## src/rtl/core/msfd_pkg.sv

```systemverilog
// Shared types and constants for the sync-word frame deframer.
`timescale 1ns / 1ps

package msfd_pkg;

  localparam int unsigned BYTE_W  = 8;
  localparam int unsigned WORD_W  = 32;
  localparam int unsigned OUT_DATA_W = 3 * WORD_W + BYTE_W;

  // Sync word "AMB1" as it sits in the window, oldest byte on top.
  localparam logic [WORD_W-1:0] SYNC_WORD = 32'h414D_4231;

  // Header byte counter value of the final header byte.
  localparam logic [3:0] HDR_LAST = 4'd11;

  // Window fill saturates at four bytes.
  localparam logic [2:0] FILL_FULL = 3'd4;

  // Result kind codes.
  localparam logic KIND_HEADER  = 1'b0;
  localparam logic KIND_PAYLOAD = 1'b1;

  typedef struct packed {
    logic              kind;
    logic [WORD_W-1:0] frame_id;
    logic [WORD_W-1:0] frame_flags;
    logic [WORD_W-1:0] payload_len;
    logic [BYTE_W-1:0] payload_byte;
    logic              last;
  } msfd_result_t;

endpackage

```

## src/rtl/core/msfd_in_reg.sv

```systemverilog
// Input register stage of the deframer: holds one accepted byte request.
`timescale 1ns / 1ps

module msfd_in_reg (
  input  logic                      clk,
  input  logic                      rst_n,
  input  logic                      in_tvalid,
  output logic                      in_tready,
  input  logic [msfd_pkg::BYTE_W-1:0] in_tdata,
  input  logic                      adv,
  output logic                      hold_valid,
  output logic [msfd_pkg::BYTE_W-1:0] hold_byte
);
  import msfd_pkg::*;

  logic              valid_r;
  logic              valid_nxt;
  logic [BYTE_W-1:0] byte_r;

  // The stage can take a new byte when empty or when its byte moves on.
  assign in_tready = !valid_r || adv;

  always_comb begin
    valid_nxt = valid_r;
    if (in_tvalid && in_tready) begin
      valid_nxt = 1'b1;
    end else if (adv) begin
      valid_nxt = 1'b0;
    end
  end

  always_ff @(posedge clk) begin
    if (!rst_n) begin
      valid_r <= 1'b0;
    end else begin
      valid_r <= valid_nxt;
    end
  end

  always_ff @(posedge clk) begin
    if (in_tvalid && in_tready) begin
      byte_r <= in_tdata;
    end
  end

  assign hold_valid = valid_r;
  assign hold_byte  = byte_r;

  a_adv_needs_valid: assert property (@(posedge clk) disable iff (!rst_n)
    adv |-> valid_r) else $error("byte advanced from an empty input stage");

  a_take_fills: assert property (@(posedge clk) disable iff (!rst_n)
    (in_tvalid && in_tready) |=> valid_r) else $error("accepted byte not held");

  a_drain_empties: assert property (@(posedge clk) disable iff (!rst_n)
    (adv && !in_tvalid) |=> !valid_r) else $error("input stage kept a consumed byte");

endmodule

```

## src/rtl/core/msfd_parse.sv

```systemverilog
// Frame parser: sync hunt, header assembly and payload counting.
`timescale 1ns / 1ps

module msfd_parse (
  input  logic                        clk,
  input  logic                        rst_n,
  input  logic                        big_endian,
  input  logic [msfd_pkg::BYTE_W-1:0] data_byte,
  input  logic                        adv,
  output logic                        res_valid,
  output msfd_pkg::msfd_result_t      res
);
  import msfd_pkg::*;

  typedef enum logic [2:0] {
    PH_HUNT    = 3'b001,
    PH_HEADER  = 3'b010,
    PH_PAYLOAD = 3'b100
  } phase_t;

  phase_t            phase_r, phase_nxt;
  logic [WORD_W-1:0] win_r, win_nxt;
  logic [2:0]        fill_r, fill_nxt;
  logic [3:0]        hcnt_r, hcnt_nxt;
  logic [WORD_W-1:0] id_r, id_nxt;
  logic [WORD_W-1:0] flags_r, flags_nxt;
  logic [WORD_W-1:0] len_r, len_nxt;
  logic [WORD_W-1:0] left_r, left_nxt;
  logic [1:0]        pos;
  logic [1:0]        lane;

  // ORs a byte into its lane; the word is cleared at its first byte.
  function automatic logic [WORD_W-1:0] put_byte(input logic [WORD_W-1:0] w,
                                                 input logic [1:0] p,
                                                 input logic [1:0] ln,
                                                 input logic [BYTE_W-1:0] b);
    logic [WORD_W-1:0] base;
    base = (p == 2'd0) ? '0 : w;
    return base | ({{(WORD_W-BYTE_W){1'b0}}, b} << {ln, 3'b000});
  endfunction

  assign pos  = hcnt_r[1:0];
  assign lane = big_endian ? ~pos : pos;

  always_comb begin
    phase_nxt = phase_r;
    win_nxt   = win_r;
    fill_nxt  = fill_r;
    hcnt_nxt  = hcnt_r;
    id_nxt    = id_r;
    flags_nxt = flags_r;
    len_nxt   = len_r;
    left_nxt  = left_r;
    res_valid = 1'b0;
    res       = '0;
    unique case (phase_r)
      PH_HEADER: begin
        case (hcnt_r[3:2])
          2'd0:    id_nxt    = put_byte(id_r, pos, lane, data_byte);
          2'd1:    flags_nxt = put_byte(flags_r, pos, lane, data_byte);
          default: len_nxt   = put_byte(len_r, pos, lane, data_byte);
        endcase
        if (hcnt_r != HDR_LAST) begin
          hcnt_nxt = hcnt_r + 4'd1;
        end else begin
          res_valid       = 1'b1;
          res.kind        = KIND_HEADER;
          res.frame_id    = id_nxt;
          res.frame_flags = flags_nxt;
          res.payload_len = len_nxt;
          hcnt_nxt        = '0;
          if (len_nxt == '0) begin
            // Empty frame: the header closes it and hunting resumes.
            res.last  = 1'b1;
            phase_nxt = PH_HUNT;
            win_nxt   = '0;
            fill_nxt  = '0;
            left_nxt  = '0;
          end else begin
            phase_nxt = PH_PAYLOAD;
            left_nxt  = len_nxt;
          end
        end
      end
      PH_PAYLOAD: begin
        res_valid        = 1'b1;
        res.kind         = KIND_PAYLOAD;
        res.payload_byte = data_byte;
        if (left_r <= {{(WORD_W-1){1'b0}}, 1'b1}) begin
          res.last  = 1'b1;
          phase_nxt = PH_HUNT;
          win_nxt   = '0;
          fill_nxt  = '0;
          hcnt_nxt  = '0;
          left_nxt  = '0;
        end else begin
          left_nxt = left_r - {{(WORD_W-1){1'b0}}, 1'b1};
        end
      end
      default: begin
        win_nxt  = {win_r[WORD_W-BYTE_W-1:0], data_byte};
        fill_nxt = (fill_r >= FILL_FULL) ? FILL_FULL : fill_r + 3'd1;
        if (fill_r >= (FILL_FULL - 3'd1) && win_nxt == SYNC_WORD) begin
          win_nxt   = '0;
          fill_nxt  = '0;
          phase_nxt = PH_HEADER;
          hcnt_nxt  = '0;
        end else begin
          phase_nxt = PH_HUNT;
        end
      end
    endcase
  end

  always_ff @(posedge clk) begin
    if (!rst_n) begin
      phase_r <= PH_HUNT;
      win_r   <= '0;
      fill_r  <= '0;
      hcnt_r  <= '0;
      id_r    <= '0;
      flags_r <= '0;
      len_r   <= '0;
      left_r  <= '0;
    end else if (adv) begin
      phase_r <= phase_nxt;
      win_r   <= win_nxt;
      fill_r  <= fill_nxt;
      hcnt_r  <= hcnt_nxt;
      id_r    <= id_nxt;
      flags_r <= flags_nxt;
      len_r   <= len_nxt;
      left_r  <= left_nxt;
    end
  end

  a_payload_has_bytes: assert property (@(posedge clk) disable iff (!rst_n)
    (phase_r == PH_PAYLOAD) |-> (left_r != '0)) else $error("payload phase with no bytes due");

  a_hcnt_range: assert property (@(posedge clk) disable iff (!rst_n)
    hcnt_r <= HDR_LAST) else $error("header counter out of range");

  a_fill_range: assert property (@(posedge clk) disable iff (!rst_n)
    fill_r <= FILL_FULL) else $error("window fill out of range");

  a_hcnt_idle: assert property (@(posedge clk) disable iff (!rst_n)
    (phase_r != PH_HEADER) |-> (hcnt_r == '0)) else $error("header count outside header");

  a_header_ends: assert property (@(posedge clk) disable iff (!rst_n)
    (adv && phase_r == PH_HEADER && hcnt_r == HDR_LAST) |=> (phase_r != PH_HEADER))
    else $error("header phase did not end after the last header byte");

endmodule

```

## src/rtl/core/magic_sync_frame_deframer.sv

```systemverilog
// Top level of the sync-word deframer: config register, stages and result register.
// Path: an accepted byte request is held in the input stage, then moves through the parser
// into the result register, from which the consumer takes it.
// Throughput: one byte request per cycle. While a result waits, bytes that make no result
// still move on; one that makes a result waits.
// Reset: synchronous, active low; both stages empty, hunting with a cleared window,
// header words zero, and big-endian header word assembly selected.
`timescale 1ns / 1ps

module magic_sync_frame_deframer (
  input  logic                            clk,
  input  logic                            rst_n,
  // Configuration: bit 0 selects big-endian header words.
  input  logic                            cfg_wr_en,
  input  logic                            cfg_wr_data,
  // Input stream.
  input  logic                            in_tvalid,
  output logic                            in_tready,
  input  logic [msfd_pkg::BYTE_W-1:0]     in_tdata,   // [7:0] data_byte
  // Result stream.
  output logic                            out_tvalid,
  input  logic                            out_tready,
  output logic [msfd_pkg::OUT_DATA_W-1:0] out_tdata,  // [31:0] frame_id, [63:32] frame_flags,
                                                      // [95:64] payload_len,
                                                      // [103:96] payload_byte
  output logic                            out_tuser,  // kind: 0 header, 1 payload byte
  output logic                            out_tlast
);
  import msfd_pkg::*;

  logic              big_endian_r;
  logic              hold_valid;
  logic [BYTE_W-1:0] hold_byte;
  logic              res_valid;
  msfd_result_t      res;
  logic              out_free;
  logic              adv;
  logic              out_valid_r;
  logic              out_valid_nxt;
  msfd_result_t      out_r;

  // The user must write the byte-order register only while the block is idle; the block does not enforce this.
  always_ff @(posedge clk) begin
    if (!rst_n) begin
      big_endian_r <= 1'b1;
    end else if (cfg_wr_en) begin
      big_endian_r <= cfg_wr_data;
    end
  end

  // A held byte moves through the parser when it makes no result, or when
  // the result register is empty or being drained this cycle.
  assign out_free = !out_valid_r || out_tready;
  assign adv      = hold_valid && (!res_valid || out_free);

  msfd_in_reg u_in_reg (
    .clk        (clk),
    .rst_n      (rst_n),
    .in_tvalid  (in_tvalid),
    .in_tready  (in_tready),
    .in_tdata   (in_tdata),
    .adv        (adv),
    .hold_valid (hold_valid),
    .hold_byte  (hold_byte)
  );

  msfd_parse u_parse (
    .clk        (clk),
    .rst_n      (rst_n),
    .big_endian (big_endian_r),
    .data_byte  (hold_byte),
    .adv        (adv),
    .res_valid  (res_valid),
    .res        (res)
  );

  // Result register: loads a new result or empties once the consumer takes it.
  always_comb begin
    out_valid_nxt = out_valid_r;
    if (adv && res_valid) begin
      out_valid_nxt = 1'b1;
    end else if (out_tready) begin
      out_valid_nxt = 1'b0;
    end
  end

  always_ff @(posedge clk) begin
    if (!rst_n) begin
      out_valid_r <= 1'b0;
    end else begin
      out_valid_r <= out_valid_nxt;
    end
  end

  always_ff @(posedge clk) begin
    if (adv && res_valid) begin
      out_r <= res;
    end
  end

  assign out_tvalid = out_valid_r;
  assign out_tdata  = {out_r.payload_byte, out_r.payload_len, out_r.frame_flags,
                       out_r.frame_id};
  assign out_tuser  = out_r.kind;
  assign out_tlast  = out_r.last;

  a_no_overwrite: assert property (@(posedge clk) disable iff (!rst_n)
    (adv && res_valid) |-> out_free) else $error("result register overwritten");

  a_header_last_len: assert property (@(posedge clk) disable iff (!rst_n)
    (out_valid_r && out_r.kind == KIND_HEADER && !out_r.last) |-> (out_r.payload_len != '0))
    else $error("open header result with zero length");

  a_payload_fields: assert property (@(posedge clk) disable iff (!rst_n)
    (out_valid_r && out_r.kind == KIND_PAYLOAD) |-> (out_r.payload_len == '0))
    else $error("payload result carries header fields");

endmodule

```

## config.mk

```make
export PLATFORM = sky130hd
export DESIGN_NAME = magic_sync_frame_deframer
export DESIGN_NICKNAME = d
export VERILOG_FILES = /design/src/rtl/core/msfd_pkg.sv /design/src/rtl/core/msfd_in_reg.sv /design/src/rtl/core/msfd_parse.sv /design/src/rtl/core/magic_sync_frame_deframer.sv
export SDC_FILE = /design/constraint.sdc
export NUM_CORES = 1
export LEC_CHECK = 0
export ABC_AREA = 1
export BUFFER_PORTS_ARGS = -buffer_cell sky130_fd_sc_hd__clkbuf_2
export CORE_MARGIN = 1
export CORE_UTILIZATION = 60
export CTS_CLUSTER_DIAMETER = 150
export DETAILED_ROUTE_END_ITERATION = 12
export PLACE_DENSITY = 0.92
export SLEW_MARGIN = 5
export SYNTH_ARGS = -nofsm -noshare
export SYNTH_HDL_FRONTEND = slang
export SYNTH_SLANG_ARGS = --single-unit
```

## constraint.sdc

```tcl
create_clock -name clk -period 7.02 [get_ports clk]
set_clock_uncertainty 0.2 [all_clocks]
set_input_delay 0.702 -clock clk [delete_from_list [all_inputs] [get_ports clk]]
set_output_delay 0.702 -clock clk [all_outputs]
set_load 0.005 [all_outputs]
```

# == Word level (Yosys, flattened, before mapping) ==
# Cells that the tools add are included.
# totals
ff_bits,279
input_bits,14
# op_classes
addsub,3
order_cmp,3
n_eq_ne,8
shifts,1
muxes,43
bitwise,5
reduce_logical,24
# op_table
op,n
$mux 32,10
$mux 24,4
$or 32x32->32,3
$pmux 32 s2,1
$pmux 24 s2,1
$eq 32x31->1 const B,1
$le 32x1->1 const B,1
$logic_not 32->1,1
$shl 8x5->32,1
$sub 32x1->32 const B,1
$mux 3,8
$mux 4,3
$pmux 3 s2,2
$reduce_and 3->1,3
$mux 1,8
$pmux 4 s2,1
$pmux 1 s2,3
$reduce_bool 2->1,3
$add 4x1->4 const B,1
$logic_and 1x1->1,4
$logic_not 2->1,2
$mux 2,2
$ne 2x1->1 const B,2
$ne 4x4->1 const B,1
other kinds (15),20

# == Longest topological paths before layout ==
# depth
ltp_word,10
depth_mapped,17

# == Cells and area by module ==
# A second synthesis with hierarchy kept.
# hier_totals
hier_cells,1734
area_unflattened_um2,13380.3
# modules_own_cells
mod,instances,cells_each,area_each_um2,seq_area_each_um2
msfd_parse,1,1597,9805.7,3243.1
magic_sync_frame_deframer,1,122,3283.1,3223.1
msfd_in_reg,1,15,291.5,260.2

# == Worst setup path before layout ==
# OpenSTA, ideal clock, no wires.
# synth_path
path_type,register to register
start,register u_parse.hcnt_r[0]
end,register out_r (netlist bit out_tdata[0]) (enable)
arrival_ps,4435
required_time_ps,6308
setup_slack_ps,1874
stages_incl_launch_ff,11
synth_period_minus_slack_ps,5146
cell_sequence,dfxtp_1 ha_1 nand3_1 nor2_1 o21ai_1 nand2_1 inv_2 o21ai_0 inv_2 buf_2 buf_1
# synth_between
elab_chain_cells,7
# synth_lines
item,line,rtl
start: declaration,msfd_parse.sv:24,"logic [3:0] hcnt_r, hcnt_nxt;"
start signal: assignment,msfd_parse.sv:129,hcnt_r <= hcnt_nxt;
$ne 4x4->1 *,msfd_parse.sv:63,if (hcnt_r != HDR_LAST) begin
$mux 1 *,msfd_parse.sv:63,
$pmux 1 s2 *,msfd_parse.sv:56,unique case (phase_r)
$logic_not 1->1,magic_sync_frame_deframer.sv:54,assign adv = hold_valid && (!res_valid || out_free);
$logic_or 1x1->1,magic_sync_frame_deframer.sv:54,
$logic_and 1x1->1,magic_sync_frame_deframer.sv:54,
$logic_and 1x1->1 *,magic_sync_frame_deframer.sv:96,if (adv && res_valid) begin
end signal: assignment,magic_sync_frame_deframer.sv:97,out_r <= res;
end: declaration,magic_sync_frame_deframer.sv:40,msfd_result_t out_r;
# Mark *: on every way between the ends. The rest lies on a longest branch, timed or not.
# A chain may end at the register's enable or synchronous reset.

# == Worst setup path in the final report ==
# layout_path
start,register u_parse.hcnt_r[3]
end,register u_parse.left_r[7]
# layout_between
elab_chain_cells,8
elab_cells_between_ends,17
classes_between,eq/ne (3); mux (7); reduce/logical (7)
# layout_lines
item,line,rtl
$eq 2x1->1 or $logic_not 2->1 (tied branches),msfd_parse.sv:58,case (hcnt_r[3:2])
$reduce_or 2->1 (no source line),n/a,
$mux 32,msfd_parse.sv:58,
$mux 32,msfd_parse.sv:56,
$logic_not 32->1,msfd_parse.sv:72,if (len_nxt == '0) begin
$mux 32,msfd_parse.sv:72,
$mux 32,msfd_parse.sv:63,
$pmux 32 s2,msfd_parse.sv:56,
end signal: assignment,msfd_parse.sv:133,left_r <= left_nxt;
end: declaration,msfd_parse.sv:28,"logic [WORD_W-1:0] left_r, left_nxt;"
# Parallel ways exist; a longest one is shown, timed or not. The select of a mux whose other input is x is not followed.

==> flow_summary_export.csv <==
group,metric,value,unit
yosys,ys_top_cells_by_count,"nor2_1, inv_1, a21oi_1",
worst_setup_path,required,7240,ps
yosys,synth-seq-cells,279,
worst_setup_path,crit_path_end,"u_parse.left_r[7]",
worst_setup_path,rrSetupSlack,3190,ps
placement,gp_congestion,0.929,
cells_and_area,design_area,14400,µm²
floorplanning,start_util,61.5,%
yosys,yosysTopAreaCell,"edfxtp_1",
yosys,synthTopCellsByArea,"edfxtp_1, dfxtp_1, nor2_1, inv_1, a21oi_1",
clock_tree,cts_root_buf,"clkbuf_16",
worst_setup_path,worst_setup_path_end_kind,"flop",
detailed_routing,wl,32100,µm
cells_and_area,antennaDiodeCount,0,
clock_tree,clock-sinks,279,
cells_and_area,drive_gt1_share,12.2,%
yosys,synth_ff_type,"dfxtp_1",
worst_setup_path,start_kind,"flop",
timing,rsz0062_at_grt,"false",
clock_tree,cts-htree-levels,1,
power,irDropWorstVdd,0.000122,V
worst_hold_path,hold_path.class,"in2reg",
clock_tree,cts_hold_buf,0,
worst_setup_path,cp_num_cells,9,
detailed_routing,avgRoutedWirePerCell,16.1,µm
timing,post-route-period-util,54.5,%
worst_setup_path,cp_max_fo,92,
timing,hold_violations,0,
timing,finalSetupTns,0,ps
cells_and_area,fillCellCount,1549,
grt,grt_overflow_total,0,
yosys,avgSynthCellArea,7.99,µm²
floorplanning,die_w,149,µm
yosys,synth_nets,1647,
worst_setup_path,cp.arrival,4040,ps
floorplanning,row_count,53,
worst_setup_path,path_buf_inv,4,
worst_setup_path,cp_cell_sequence,"nand3_1 -> nor2_1 -> o21ai_1 -> buf_4 -> inv_4 -> buf_4 -> o211ai_1 -> o211ai_1 -> inv_1",
grt,grt_pass1_wl,51600,µm
clock_tree,ctsResizeCount,0,
placement,placed_cell_area,13600,µm²
floorplanning,core_area,21200,µm²
grt,antenna_found_initial,0,
grt,grt_pass1_vias,10500,
yosys,synth_edf_count,114,
yosys,ys_types,44,
yosys,synthArstFlopShare,0,%
clock_tree,cts_max_path_buffers,3,
yosys,yosys_warnings,0,
timing,finalCriticalPeriod,3830,ps
detailed_routing,via_count,11600,
clock_tree,post-cts-setup-buffer-count,0,
worst_setup_path,worst-setup-path-type,"reg2reg",
cells_and_area,nNetsFinal,1714,
floorplanning,io_pins,122,
clock_tree,cts_tree,"done",
worst_setup_path,cp_slowest_cell,"buf_4",
yosys,syn_inst,1628,
timing,tightestPinTransition,1150,ps
power,p_leak,5.48,nW
yosys,yosysSeqAreaShare,51.7,%
floorplanning,die_h,149,µm
run,cap_violations,0,
yosys,syn-cell-area,13000,µm²
clock_tree,cts_buffers,27,
yosys,synth_most_common_cell,"nor2_1",
worst_setup_path,worstReg2RegStart,"u_parse.hcnt_r[3]",
worst_setup_path,rr_worst_depth,9,
yosys,synth_top_area_share,26.3,%
grt,grt_max_degree,115,
worst_setup_path,r2r_end,"u_parse.left_r[7]",
power,cellPowerDensity,222,nW/µm²
timing,setup_violations,0,
timing,slew_viol_final,0,
worst_setup_path,path_delay_family,"buffers and inverters",
placement,hpwl,20900,µm
clock_tree,clk_pin_slew_worst_paths,60,ps
detailed_routing,post-route-drc-count,0,
status,outcome,"finished, final reports clean",
grt,grt_use_total,28.8,%
timing,slew_headroom,23.4,%
worst_setup_path,slowest_delay,880,ps
timing,max_freq,261,MHz
detailed_routing,first_iter_violations,1459,
worst_setup_path,crit_path_start,"u_parse.hcnt_r[3]",
detailed_routing,viasPerCell,5.82,
detailed_routing,postRouteAntennaNets,0,
clock_tree,clkLatencyLatePin,530,ps
power,total_power,0.00321,W
detailed_routing,firstDrtPassIters,6,
placement,portBuffers,121,
floorplanning,die_area,22300,µm²
cells_and_area,area.growth.synth_to_final,10.9,%
==> registers in the layout (all words and copies together), names as in the netlist <==
signal and count:
u_parse.hcnt_r 4, out_tdata 104, u_parse.fill_r 3, out_tuser 1, big_endian_r 1, u_parse.flags_r 32
out_tvalid 1, u_parse.len_r 32, u_in_reg.hold_valid 1, u_in_reg.hold_byte 8, out_tlast 1, u_parse.win_r 24
u_parse.left_r 32, u_parse.phase_r 3, u_parse.id_r 32
==> power by group <==
group	total, W	internal (W)	switching (W)
Sequential	0.00171	0.00169	0.0000175
Combinational	0.000126	0.0000386	0.0000879
Clock	0.00137	0.000773	0.000597
Total	0.00321	0.00250	0.000703
==> placed cells by master (no fill, tap or decap), types with 2 or more instances in the layout <==
cell	instances
a21boi_1	7
a21oi_1	167
a31oi_1	4
buf_4	12
clkbuf_1	7
clkbuf_16	27
clkbuf_2	120
clkbuf_8	3
clkinv_1	8
clkinv_2	3
clkinvlp_4	2
dfxtp_1	165
edfxtp_1	114
ha_1	5
inv_1	249
inv_2	7
nand2_1	154
nand2_2	3
nand2_4	4
nand3_1	67
nand3_2	8
nand3b_1	4
nand4_1	8
nor2_1	305
nor2_2	12
nor3_1	4
nor4_1	8
o211ai_1	28
o21a_1	6
o21ai_0	104
o21ai_1	2
o221ai_1	4
o22ai_1	65
xnor2_1	5
xor2_1	10
==> stage by stage <==
stage | hold slack (ps) | worst slack (ps) | std cells | util [%]
finish | 145 | 3190 | 1990 | 68.2
global placement | 239 | 3370 | 1941 | 64.3
global route | 134 | 2830 | 1990 | 68.2
detailed placement | 246 | 3240 | 1941 | 64.3
floorplan | 230 | 1870 | 1628 | -
CTS | 140 | 3150 | 1990 | 68.2
==> logic make-up after synthesis <==
kind of cell / after synthesis / share of synthesized area (%)
AOI/OAI and AO/OA: 393 / 16.8
xor gates and xnor gates: 15 / 1.01
adders and majority gates: 5 / 0.481
buffers and inverters: 354 / 11.0
DFF: 279 / 51.7
and+or+nand+nor: 582 / 19.0
==> worst min path at each step <==
stage,from,end,slack (ps),cells after the start
floorplan,u_parse.flags_r[0],u_parse.flags_r[0],230,2
global placement,u_parse.id_r[16],u_parse.id_r[16],240,2
detailed placement,u_parse.id_r[9],u_parse.id_r[9],250,2
CTS,in_tdata[6],u_in_reg.hold_byte[6],140,1
global route,in_tdata[6],u_in_reg.hold_byte[6],130,1
finish,in_tdata[0],u_in_reg.hold_byte[0],140,1
==> final cells by class <==
class	count	area, µm²	area share (%)
multi-input combinational	995	4860	33.7
clock buffer	37	743	5.15
timing repair buffer	133	696	4.82
inverter	259	975	6.75
tap	275	344	2.38
clock inverter	12	82.6	0.572
sequential	279	6730	46.6
==> routing by layer <==
layer  global-route usage (%)  share of wire, %  wire length (µm)  up-vias
li1                         -                 -                 -     5467
met5                        0                 0                 0        -
met2                     46.6                47             15000      676
met3                     3.79               8.9              2840      117
met4                     12.7               3.9              1250        0
met1                     38.7                41             13000     5323
Note: power is estimated with default switching activity, not from simulation.
